==> src/hdl/pget_pkg.sv <==
// Package of the presence-gated elapsed timer: field widths, event codes,
// BCD digit limits and the seven-segment font. No dependencies.
`default_nettype none

package pget_pkg;

  localparam int EchoW           = 16;
  localparam int EchoFields      = 5;
  localparam int SamplesPerRound = 5;
  localparam int SamplesUsed     = (SamplesPerRound > EchoFields) ? EchoFields
                                                                  : SamplesPerRound;
  localparam int NumDigits       = 6;
  localparam int SegW            = 8;
  localparam int TotalW          = 24;
  localparam int EventW          = 2;

  localparam logic [EchoW-1:0]  ThresholdReset = 16'd1740;
  localparam logic [TotalW-1:0] TotalMax       = {TotalW{1'b1}};

  typedef enum logic [EventW-1:0] {
    EvNone   = 2'd0,
    EvArrive = 2'd1,
    EvLeave  = 2'd2
  } event_e;

  typedef logic [3:0] bcd_t;

  // Highest value of each digit before it wraps to zero; digit 0 is seconds units.
  localparam bcd_t DigitLast [NumDigits] = '{4'd9, 4'd5, 4'd9, 4'd5, 4'd9, 4'd9};

  function automatic logic [SegW-1:0] seg_font(input bcd_t digit);
    logic [SegW-1:0] pattern;
    case (digit)
      4'd0: pattern = 8'h3F;
      4'd1: pattern = 8'h06;
      4'd2: pattern = 8'h5B;
      4'd3: pattern = 8'h4F;
      4'd4: pattern = 8'h66;
      4'd5: pattern = 8'h6D;
      4'd6: pattern = 8'h7D;
      4'd7: pattern = 8'h07;
      4'd8: pattern = 8'h7F;
      4'd9: pattern = 8'h67;
      default: pattern = 8'h00;
    endcase
    return pattern;
  endfunction

endpackage

`default_nettype wire

==> src/hdl/pget_if.sv <==
// Valid/ready channel interfaces of the presence-gated elapsed timer: one for
// the echo round items and one for the result items. No dependencies.
`default_nettype none

interface pget_in_if;
  logic        valid;
  logic        ready;
  logic [15:0] echo_a;
  logic [15:0] echo_b;
  logic [15:0] echo_c;
  logic [15:0] echo_d;
  logic [15:0] echo_e;

  modport source (output valid, echo_a, echo_b, echo_c, echo_d, echo_e, input ready);
  modport sink   (input valid, echo_a, echo_b, echo_c, echo_d, echo_e, output ready);
endinterface

interface pget_out_if;
  logic        valid;
  logic        ready;
  logic        seated;
  logic [1:0]  change_event;
  logic [47:0] segment_word;
  logic [23:0] study_seconds;

  modport source (output valid, seated, change_event, segment_word, study_seconds,
                  input ready);
  modport sink   (input valid, seated, change_event, segment_word, study_seconds,
                  output ready);
endinterface

`default_nettype wire

==> src/hdl/presence_gated_elapsed_timer.sv <==
// Top level of the presence-gated elapsed timer.
// Depends on pget_pkg, the channel interfaces in pget_if and pget_bcd_clock.
//
// Each item is one round of echo widths. A width below the threshold marks
// the seat as taken, and every width above it marks it as free; a width equal
// to the threshold does neither. While seated, each round shows the current
// HH:MM:SS digits as seven-segment patterns and then advances the clock by one
// second and the saturating seconds total. The block takes one item per cycle
// while the result channel is not stalled; each item passes through the input
// register and then the result register, and a stalled result holds both stages.
`default_nettype none

module presence_gated_elapsed_timer import pget_pkg::*; (
  input  wire logic             clk_i,
  input  wire logic             rst_ni,
  input  wire logic             cfg_we_i,
  input  wire logic [EchoW-1:0] cfg_wdata_i,
  pget_in_if.sink               in_ch,
  pget_out_if.source            out_ch
);

  logic [EchoW-1:0] threshold_q;
  logic             s1_valid_q;
  logic [EchoW-1:0] echo_q [EchoFields];
  logic             seated_q, seated_d;
  logic [TotalW-1:0] total_q, total_d;
  logic             advance;
  logic             tick;

  logic              out_valid_q;
  logic              out_seated_q;
  event_e            out_event_q, event_d;
  logic [NumDigits*SegW-1:0] out_word_q, word_d;
  logic [TotalW-1:0] out_total_q;

  logic [SamplesUsed-1:0] near, not_far;
  logic                   any_near, all_far;
  bcd_t [NumDigits-1:0]   digits;

  assign advance     = !out_valid_q || out_ch.ready;
  assign in_ch.ready = !s1_valid_q || advance;

  always_ff @(posedge clk_i or negedge rst_ni) begin
    if (!rst_ni) begin
      threshold_q <= ThresholdReset;
    end else if (cfg_we_i) begin
      threshold_q <= cfg_wdata_i;
    end
  end

  always_ff @(posedge clk_i or negedge rst_ni) begin
    if (!rst_ni) begin
      s1_valid_q <= 1'b0;
    end else if (in_ch.ready) begin
      s1_valid_q <= in_ch.valid;
    end
  end

  always_ff @(posedge clk_i) begin
    if (in_ch.ready && in_ch.valid) begin
      echo_q[0] <= in_ch.echo_a;
      echo_q[1] <= in_ch.echo_b;
      echo_q[2] <= in_ch.echo_c;
      echo_q[3] <= in_ch.echo_d;
      echo_q[4] <= in_ch.echo_e;
    end
  end

  for (genvar i = 0; i < SamplesUsed; i++) begin : g_cmp
    assign near[i]    = echo_q[i] <  threshold_q;
    assign not_far[i] = echo_q[i] <= threshold_q;
  end

  assign any_near = |near;
  assign all_far  = ~|not_far;

  always_comb begin
    seated_d = seated_q;
    event_d  = EvNone;
    if (!seated_q) begin
      if (any_near) begin
        seated_d = 1'b1;
        event_d  = EvArrive;
      end
    end else if (all_far) begin
      seated_d = 1'b0;
      event_d  = EvLeave;
    end
  end

  assign tick = advance && s1_valid_q && seated_d;

  always_comb begin
    word_d = '0;
    if (seated_d) begin
      for (int k = 0; k < NumDigits; k++) begin
        word_d[k*SegW +: SegW] = seg_font(digits[k]);
      end
    end
  end

  assign total_d = (tick && total_q != TotalMax) ? total_q + 1'b1 : total_q;

  pget_bcd_clock u_clock (
    .clk_i    (clk_i),
    .rst_ni   (rst_ni),
    .tick_i   (tick),
    .digits_o (digits)
  );

  always_ff @(posedge clk_i or negedge rst_ni) begin
    if (!rst_ni) begin
      seated_q    <= 1'b0;
      total_q     <= '0;
      out_valid_q <= 1'b0;
    end else if (advance) begin
      out_valid_q <= s1_valid_q;
      if (s1_valid_q) begin
        seated_q <= seated_d;
        total_q  <= total_d;
      end
    end
  end

  always_ff @(posedge clk_i) begin
    if (advance && s1_valid_q) begin
      out_seated_q <= seated_d;
      out_event_q  <= event_d;
      out_word_q   <= word_d;
      out_total_q  <= total_d;
    end
  end

  assign out_ch.valid         = out_valid_q;
  assign out_ch.seated        = out_seated_q;
  assign out_ch.change_event  = out_event_q;
  assign out_ch.segment_word  = out_word_q;
  assign out_ch.study_seconds = out_total_q;

`ifndef NO_ASSERTIONS
  a_arrive_seated: assert property (@(posedge clk_i) disable iff (!rst_ni)
    out_valid_q && out_event_q == EvArrive |-> out_seated_q)
    else $error("arrival item reports a free seat");

  a_leave_free: assert property (@(posedge clk_i) disable iff (!rst_ni)
    out_valid_q && out_event_q == EvLeave |-> !out_seated_q)
    else $error("departure item reports a taken seat");

  a_blank_when_free: assert property (@(posedge clk_i) disable iff (!rst_ni)
    out_valid_q && !out_seated_q |-> out_word_q == '0)
    else $error("segments lit while the seat is free");

  a_total_follows_tick: assert property (@(posedge clk_i) disable iff (!rst_ni)
    !tick |=> $stable(total_q))
    else $error("seconds total moved without a tick");
`endif

endmodule

`default_nettype wire

==> src/hdl/pget_bcd_clock.sv <==
// HH:MM:SS BCD time counter that advances one second per tick.
// Depends on pget_pkg for the digit type and the digit limits.
`default_nettype none

module pget_bcd_clock import pget_pkg::*; (
  input  wire logic                 clk_i,
  input  wire logic                 rst_ni,
  input  wire logic                 tick_i,
  output bcd_t [NumDigits-1:0]      digits_o
);

  bcd_t [NumDigits-1:0] digits_q, digits_d;

  always_comb begin
    logic carry;
    carry    = tick_i;
    digits_d = digits_q;
    for (int k = 0; k < NumDigits; k++) begin
      if (carry) begin
        if (digits_q[k] >= DigitLast[k]) begin
          digits_d[k] = 4'd0;
        end else begin
          digits_d[k] = digits_q[k] + 4'd1;
          carry       = 1'b0;
        end
      end
    end
  end

  always_ff @(posedge clk_i or negedge rst_ni) begin
    if (!rst_ni) begin
      digits_q <= '0;
    end else begin
      digits_q <= digits_d;
    end
  end

  assign digits_o = digits_q;

endmodule

`default_nettype wire
==> src/flat_wrapper.sv <==
// flat-port wrapper written by rule: the top's interface ports become plain ports
module presence_gated_elapsed_timer_flat import pget_pkg::*;
  (clk_i, rst_ni, cfg_we_i, cfg_wdata_i, in_ch_valid, in_ch_echo_a, in_ch_echo_b, in_ch_echo_c, in_ch_echo_d, in_ch_echo_e, in_ch_ready, out_ch_valid, out_ch_seated, out_ch_change_event, out_ch_segment_word, out_ch_study_seconds, out_ch_ready);
  pget_in_if in_ch_i ();
  pget_out_if out_ch_i ();
  input  wire logic clk_i;
  input  wire logic rst_ni;
  input  wire logic cfg_we_i;
  input  wire logic [EchoW-1:0] cfg_wdata_i;
  input wire logic [$bits(in_ch_i.valid)-1:0] in_ch_valid;
  input wire logic [$bits(in_ch_i.echo_a)-1:0] in_ch_echo_a;
  input wire logic [$bits(in_ch_i.echo_b)-1:0] in_ch_echo_b;
  input wire logic [$bits(in_ch_i.echo_c)-1:0] in_ch_echo_c;
  input wire logic [$bits(in_ch_i.echo_d)-1:0] in_ch_echo_d;
  input wire logic [$bits(in_ch_i.echo_e)-1:0] in_ch_echo_e;
  output wire logic [$bits(in_ch_i.ready)-1:0] in_ch_ready;
  output wire logic [$bits(out_ch_i.valid)-1:0] out_ch_valid;
  output wire logic [$bits(out_ch_i.seated)-1:0] out_ch_seated;
  output wire logic [$bits(out_ch_i.change_event)-1:0] out_ch_change_event;
  output wire logic [$bits(out_ch_i.segment_word)-1:0] out_ch_segment_word;
  output wire logic [$bits(out_ch_i.study_seconds)-1:0] out_ch_study_seconds;
  input wire logic [$bits(out_ch_i.ready)-1:0] out_ch_ready;
  assign in_ch_i.valid = in_ch_valid;
  assign in_ch_i.echo_a = in_ch_echo_a;
  assign in_ch_i.echo_b = in_ch_echo_b;
  assign in_ch_i.echo_c = in_ch_echo_c;
  assign in_ch_i.echo_d = in_ch_echo_d;
  assign in_ch_i.echo_e = in_ch_echo_e;
  assign in_ch_ready = in_ch_i.ready;
  assign out_ch_valid = out_ch_i.valid;
  assign out_ch_seated = out_ch_i.seated;
  assign out_ch_change_event = out_ch_i.change_event;
  assign out_ch_segment_word = out_ch_i.segment_word;
  assign out_ch_study_seconds = out_ch_i.study_seconds;
  assign out_ch_i.ready = out_ch_ready;
  presence_gated_elapsed_timer u_core (.clk_i(clk_i), .rst_ni(rst_ni), .cfg_we_i(cfg_we_i), .cfg_wdata_i(cfg_wdata_i), .in_ch(in_ch_i), .out_ch(out_ch_i));
endmodule
==> config.mk <==
export PLATFORM = sky130hd
export DESIGN_NAME = presence_gated_elapsed_timer_flat
export DESIGN_NICKNAME = d
export VERILOG_FILES = /design/src/hdl/pget_pkg.sv /design/src/hdl/pget_if.sv /design/src/hdl/presence_gated_elapsed_timer.sv /design/src/hdl/pget_bcd_clock.sv /design/src/flat_wrapper.sv
export SDC_FILE = /design/constraint.sdc
export NUM_CORES = 1
export LEC_CHECK = 0
export BUFFER_PORTS_ARGS = -buffer_cell sky130_fd_sc_hd__buf_2
export CAP_MARGIN = 40
export CELL_PAD_IN_SITES_DETAIL_PLACEMENT = 2
export CELL_PAD_IN_SITES_GLOBAL_PLACEMENT = 2
export CORE_MARGIN = 2
export CORE_UTILIZATION = 33
export CTS_BUF_LIST = sky130_fd_sc_hd__clkbuf_4 sky130_fd_sc_hd__clkbuf_8 sky130_fd_sc_hd__clkbuf_16
export DETAILED_ROUTE_END_ITERATION = 12
export PLACE_DENSITY_LB_ADDON = 0.1
export SLEW_MARGIN = 20
export SYNTH_ARGS = -nofsm -noshare
export SYNTH_HDL_FRONTEND = slang
export SYNTH_SLANG_ARGS = --single-unit
export TNS_END_PERCENT = 50
==> constraint.sdc <==
create_clock -name clk_i -period 10 [get_ports clk_i]
set_input_delay 0.5 -clock clk_i [delete_from_list [all_inputs] [get_ports clk_i]]
set_output_delay 0.5 -clock clk_i [all_outputs]
set_load 0.02 [all_outputs]
==> impl_metrics.ini, run 1 <==
[place]
io_buffers = 171
hpwlAfterDp_um = 22500
placed_cells = 1543
place.gp.congestion = 0.750
post_dp_cell_area_mm2 = 0.0124

[synth]
synth_edf_count = 149
ys_types = 62
ys_top_cells_by_area = edfxtp_1 40%, ha_1 14%, dfrtp_1 14%, a21oi_1 3.6%, nor2_1 3.3%
synth_seq_area_share_pct = 55.3
synth_area_mm2 = 0.0111
postSynthCellCount = 945
synthArstFlopShare_pct = 31.0
synth_top_cell_area_share_pct = 40.2
yosys_warnings = 0
synth-main-ff-cell = edfxtp_1
yosysTopAreaCell = edfxtp_1
synth_seq_cells = 216
postSynthAreaPerCell_um2 = 11.8

[detailed_routing]
drt_pass1_iterations = 4
avgRoutedWirePerCell_um = 19.4
drtIter0Drc = 256
drc = 0
routed_wl_um = 31000
drtAntennaViolNets = 0
vias_per_cell = 4.95
dr_total_vias = 7889

[power]
peakVddDrop_mv = 0.119
power_density_mw_per_mm2 = 241
p_leak_nw = 5.84

[timing]
hold_viol_final = 0
fin_crit_sh_pct = 41.3
grt_setup_unrepaired = false
setup_viol = 0
tns_ps = 0
maxSlewHeadroom_pct = 53.9
final_max_slew_viol_count = 0
fin_hold_ws_ps = 146
tightest_slew_ps = 691
fin_crit_ps = 4130
max_freq_ghz = 0.242
skew_ps = 12.4

[cts]
clkTransAtPathRegs_ps = 60
root_buffer = clkbuf_16
cts_buffer_depth = 3
numCtsBuffers = 26
cts.sinks = 216
post-cts-setup-buffers = 0
cts_resized = 0
cts_max_level = 1
cts_tree = done
insertion_delay_ps = 530

[global_route]
first_global_vias = 8669
grtUsageTotal_pct = 17.8
grt_overflow = 0
grt_max_degree = 56
antenna_found_initial = 1
grt_pass1_wl_um = 49900

[die]
initial_utilization_pct = 33.4
die_area_mm2 = 0.0352
ios = 178
die_h_um = 188
die_x_um = 188
core-area_mm2 = 0.0334
num_rows = 67

[finish]
postLayoutCellArea_mm2 = 0.0133
finalCoreUtilization_pct = 39.9
fillers = 3595
syn_to_final_growth_pct = 19.7
layout.nets = 1350
final_layout_size_suffix_gt1_share_pct = 23.0
stdcell_count = 1594

[critical_path]
cp-end-kind = flop
crit_arrival_ps = 4400
crit_slowest_cell = buf_4
cp_max_fo = 53
critPathKind = flop to flop
crit_required_ps = 10270
cpPeakStageDelay_ps = 620
cp_cell_sequence = inv_1 -> ha_1 -> nand4_1 -> nor4_1 -> o21ai_1 -> o211ai_1 -> nand4_1 -> nor3_4 -> buf_4 -> buf_4 -> inv_2 -> and3_1 -> xor2_1
worst_setup_path_start_kind = flop
cp_top_family = buffers and inverters
cp.buffers_inverters = 4

[run_status]
status = finished, final reports clean

[run]
maxCapViolCount = 0

[worst_hold_path]
hold_path.class = primary input to flop
cells in the final DEF (no fill, tap or decap), types with 6 or more instances in the layout:
cell type,count
mux2_2,9
buf_2,170
buf_4,7
nor3_1,14
xnor2_1,10
nand2_1,69
and3_1,6
a21o_1,9
o21ai_0,37
nand3_1,26
clkbuf_16,27
nor4_1,7
a21oi_1,79
ha_1,123
a31oi_1,9
clkbuf_4,13
dfstp_2,6
edfxtp_1,149
nand4_1,26
nand2b_1,13
inv_1,50
xor2_1,37
conb_1,6
mux2i_1,8
a211oi_1,6
nor2_1,97
dfrtp_1,61
sequential cells by signal (all words and copies together) (netlist names), 2 cells and up:
signal	cells
u_core.echo_q	80
u_core.out_ch.change_event	2
u_core.out_ch.segment_word	42
u_core.out_ch.study_seconds	24
u_core.threshold_q	16
u_core.total_q	24
u_core.u_clock.digits_o	24
metal layers:
layer | vias to the layer above | share of wire [%] | global-route usage, %
met2 | 145 | 46 | 28.8
met4 | 0 | 2.1 | 3.88
li1 | 3773 | - | -
met3 | 28 | 3.9 | 2.60
met1 | 3943 | 48 | 25.4
met5 | - | 0 | 0
cells by family after synthesis:
kind of cell,share of synthesized area [%]
simple gates,13.3
flops,55.3
compound gates,8.87
fa+ha+maj,13.8
buf+inv,3.33
xor+xnor,3.70
mux,1.63
other cells,0.0337
through the flow:
| step | total power [mW] | worst slack (ps) |
|---|---|---|
| after floorplan | 1.99 | 6110 |
| after global placement | 2.31 | 5940 |
| after detailed placement | 2.33 | 5780 |
| after CTS | 3.28 | 5770 |
| after global routing | 3.46 | 5390 |
| final | 3.22 | 5870 |
cells in the mapped netlist (14+ instances only):
library cell	instances
nor2_1	97
ha_1	123
dfrtp_1	61
clkbuf_1	16
nand3_1	26
nor3_1	14
inv_1	51
o21ai_0	37
edfxtp_1	149
a21oi_1	79
nand2_1	69
nand4_1	26
xor2_1	37
timing repair:
action | in CTS | in global routing
endpoints found under the hold margin | 8 | 0
hold buffers | 1 | 0
endpoints found under the setup margin | 0 | 0
power breakdown:
part           total [mW]  switching [mW]  internal (mW)
clock network       0.907           0.362          0.545
registers            1.35           0.169           1.18
logic               0.962           0.609          0.353
cell type report:
| type | instances | area [µm²] | area share [%] |
|---|---|---|---|
| tap | 448 | 561 | 4.21 |
| antenna | 1 | 2.50 | 0.0188 |
| clock buffer | 42 | 801 | 6.01 |
| sequential | 216 | 6160 | 46.2 |
| multi-input combinational | 650 | 4630 | 34.7 |
| timing repair buffer | 180 | 961 | 7.21 |
| clock inverter | 5 | 22.5 | 0.169 |
| inverter | 52 | 196 | 1.47 |
path summary, 6_finish.rpt:
path | from | end | cells after the start | slack [ps]
worst max-delay path | u_core.threshold_q[9] | u_core.out_ch.study_seconds[15] | 13 | 5870
worst min-delay path | in_ch_echo_c[12] | u_core.echo_q[0][44] | 1 | 150
worst max register to register | u_core.threshold_q[9] | u_core.out_ch.study_seconds[15] | 13 | 5870
worst min register to register | u_core.total_q[7] | u_core.total_q[7] | 1 | 500
max in group asynchronous | rst_ni | u_core.threshold_q[10] | 4 | 8730
min in group asynchronous | rst_ni | u_core.threshold_q[1] | 2 | 380
No activity file was read; power rests on OpenSTA's default activity.
==> run 2: changes to the inputs <==
- ABC_AREA: not set -> 1
- clock period: 10 -> 3.87 ns (I/O delays scaled with it)
==> run 2 against run 1 <==
Net effect:
- clock-buffer cell count decreased by 4
- combinational power increased by 140%
- utilization increased by 3.0 points
- critical path depth increased by 4
- design area increased by 10%
- critical path type unchanged
- largest cell class unchanged
- wire length increased by 15%
==> impl_metrics.ini, run 2 <==
[critical_path]
crit_arrival_ps = 3720
cp_cell_sequence = inv_1 -> ha_1 -> nand2_1 -> nor2_1 -> nand2_1 -> nand2_1 -> nand2_1 -> nand2_1 -> nand2_1 -> inv_1 -> nand3_2 -> nand2_2 -> inv_4 -> nand2_2 -> buf_4 -> nor2_4 -> xor2_1
critPathKind = flop to flop
cp-end-kind = flop
path_common_cell = nand2_1
worst_setup_path_start_kind = flop
cpPeakStageDelay_ps = 520
crit_required_ps = 4160
cp_max_fo = 19
r2r_slack_ps = 440
crit_slowest_cell = dfstp_2

[run]
maxCapViolCount = 0

[synth]
synth-main-ff-cell = edfxtp_1
postSynthAreaPerCell_um2 = 10.2
yosysTopAreaCell = edfxtp_1
ys_top_cells_by_area = edfxtp_1 39%, ha_1 14%, dfrtp_1 13%, nand2_1 7.4%, inv_1 5.2%
synth_area_mm2 = 0.0114
synth_mux_area_share_pct = 0.0989
synth_xor_area_share_pct = 2.69
synth_common_cells = 225 x nand2_1, 157 x inv_1, 149 x edfxtp_1, 123 x ha_1, 85 x o21ai_0
synthArstFlopShare_pct = 31.0
synth_seq_cells = 216
synth_seq_area_share_pct = 54.1
ys_types = 41
synthSimpleGateAreaFrac_pct = 15.0
yosysMostFrequentCell = nand2_1
postSynthCellCount = 1120
synth_top_family_by_area = simple AND/OR/NAND/NOR gates
synth_top_cell_area_share_pct = 39.3
synth_edf_count = 149
yosys_warnings = 0
synthAdderAreaFrac_pct = 13.5
synth_compound_area_share_pct = 7.77

[power]
power_density_mw_per_mm2 = 573
peakVddDrop_mv = 0.318
p_leak_nw = 6.84
p_total_mw = 8.44

[detailed_routing]
drt_pass1_iterations = 4
drtAntennaViolNets = 0
drc = 0
dr_total_vias = 8965
avgRoutedWirePerCell_um = 18.9
vias_per_cell = 4.75
drtIter0Drc = 281
routed_wl_um = 35600

[global_route]
grt_pass1_wl_um = 57100
grt_overflow = 0
first_global_vias = 10222
grtUsageTotal_pct = 20.3
antenna_found_initial = 3
grt_max_degree = 52

[timing]
max_freq_ghz = 0.292
grt_setup_unrepaired = false
setup_viol = 0
fin_crit_ps = 3430
tns_ps = 0
skew_ps = 25.1
tightest_slew_ps = 730
maxSlewHeadroom_pct = 51.4
fin_crit_sh_pct = 88.6
final_max_slew_viol_count = 0
hold_viol_final = 0

[die]
die_area_mm2 = 0.0360
initial_utilization_pct = 33.2
die_h_um = 190
core-area_mm2 = 0.0343
ios = 178
die_x_um = 190
num_rows = 68

[finish]
fillers = 3648
stdcell_count = 1886
top_register = u_core.echo_q
largest_reg_flops = 80
finalCoreUtilization_pct = 42.9
syn_to_final_growth_pct = 29.3
final_cell_mix = 225 x nand2_1, 170 x buf_2, 156 x inv_1
final_common_cell = nand2_1
final_layout_size_suffix_gt1_share_pct = 19.1
layout.nets = 1632

[cts]
insertion_delay_ps = 550
post-cts-setup-buffers = 0
cts.sinks = 216
cts_tree = done
cts_max_level = 1
clkTransAtPathRegs_ps = 60
numCtsBuffers = 27
cts_resized = 0
cts_buffer_depth = 3
root_buffer = clkbuf_16

[place]
io_buffers = 171
hpwlAfterDp_um = 24000
placed_cells = 1735
place.gp.congestion = 0.752

[run_status]
status = finished, final reports clean

[worst_hold_path]
hold_path.class = primary input to flop
-- run 2: path summary, 6_finish.rpt --
check	start	to	cells after the start
min	cfg_we_i	u_core.threshold_q[6]	3
max in group asynchronous	rst_ni	u_core.u_clock.digits_o[14]	3
min reg2reg	u_core.s1_valid_q	u_core.out_ch.valid	2
max	u_core.threshold_q[7]	u_core.out_ch.study_seconds[5]	17
min in group asynchronous	rst_ni	u_core.total_q[2]	2
max reg2reg	u_core.threshold_q[7]	u_core.out_ch.study_seconds[5]	17
-- run 2: kinds of logic after synthesis --
family	after synthesis
mux	1
compound gates	170
flops	216
simple gates	386
buf+inv	188
fa+ha+maj	123
other cells	1
xor+xnor	35
-- run 2: routing by layer --
metal | routed length [µm] | global-route usage [%] | up-vias
li1 | - | - | 4289
met1 | 15300 | 24.9 | 4471
met2 | 18200 | 37.4 | 155
met3 | 1270 | 2.71 | 48
met4 | 830 | 4.89 | 2
met5 | 13 | 0 | -
-- run 2: metrics by stage --
stage	setup slack [ps]	hold WS, ps	instance area [µm²]
after floorplan	201	-102	11400
after global placement	593	318	12700
after detailed placement	471	309	12800
after CTS	465	172	14700
after global routing	162	256	14700
final	443	183	14700
-- run 2: where the power goes --
part	leakage (nW)	switching [mW]	total [mW]	internal [mW]
clock network	0.483	1.02	2.74	1.73
registers	2.26	0.341	3.35	3.01
logic	4.10	1.54	2.35	0.809
-- run 2: timing repair --
item	4_1_cts	5_1_grt
hold buffers	99	0
hold endpoints to repair	139	0
setup endpoints to repair	0	0
-- run 2: final cells by class --
cell class / count / area (µm²) / share of cell area [%]
Clock buffer: 38 / 777 / 5.28
Timing Repair Buffer: 278 / 1920 / 13.1
Sequential cell: 216 / 6160 / 41.8
Clock inverter: 12 / 185 / 1.26
Inverter: 164 / 619 / 4.21
Antenna cell: 2 / 5.00 / 0.0340
Tap cell: 455 / 569 / 3.87
Multi-Input combinational cell: 721 / 4490 / 30.5
-- run 2: worst max-delay path: cells and delay by family (launching register included) --
| kind | cells | cell delay, ps |
|---|---|---|
| DFF | 1 | 520 |
| and+or+nand+nor | 11 | 1500 |
| adders and majority gates | 1 | 320 |
| xor gates and xnor gates | 1 | 150 |
| buffers and inverters | 4 | 640 |
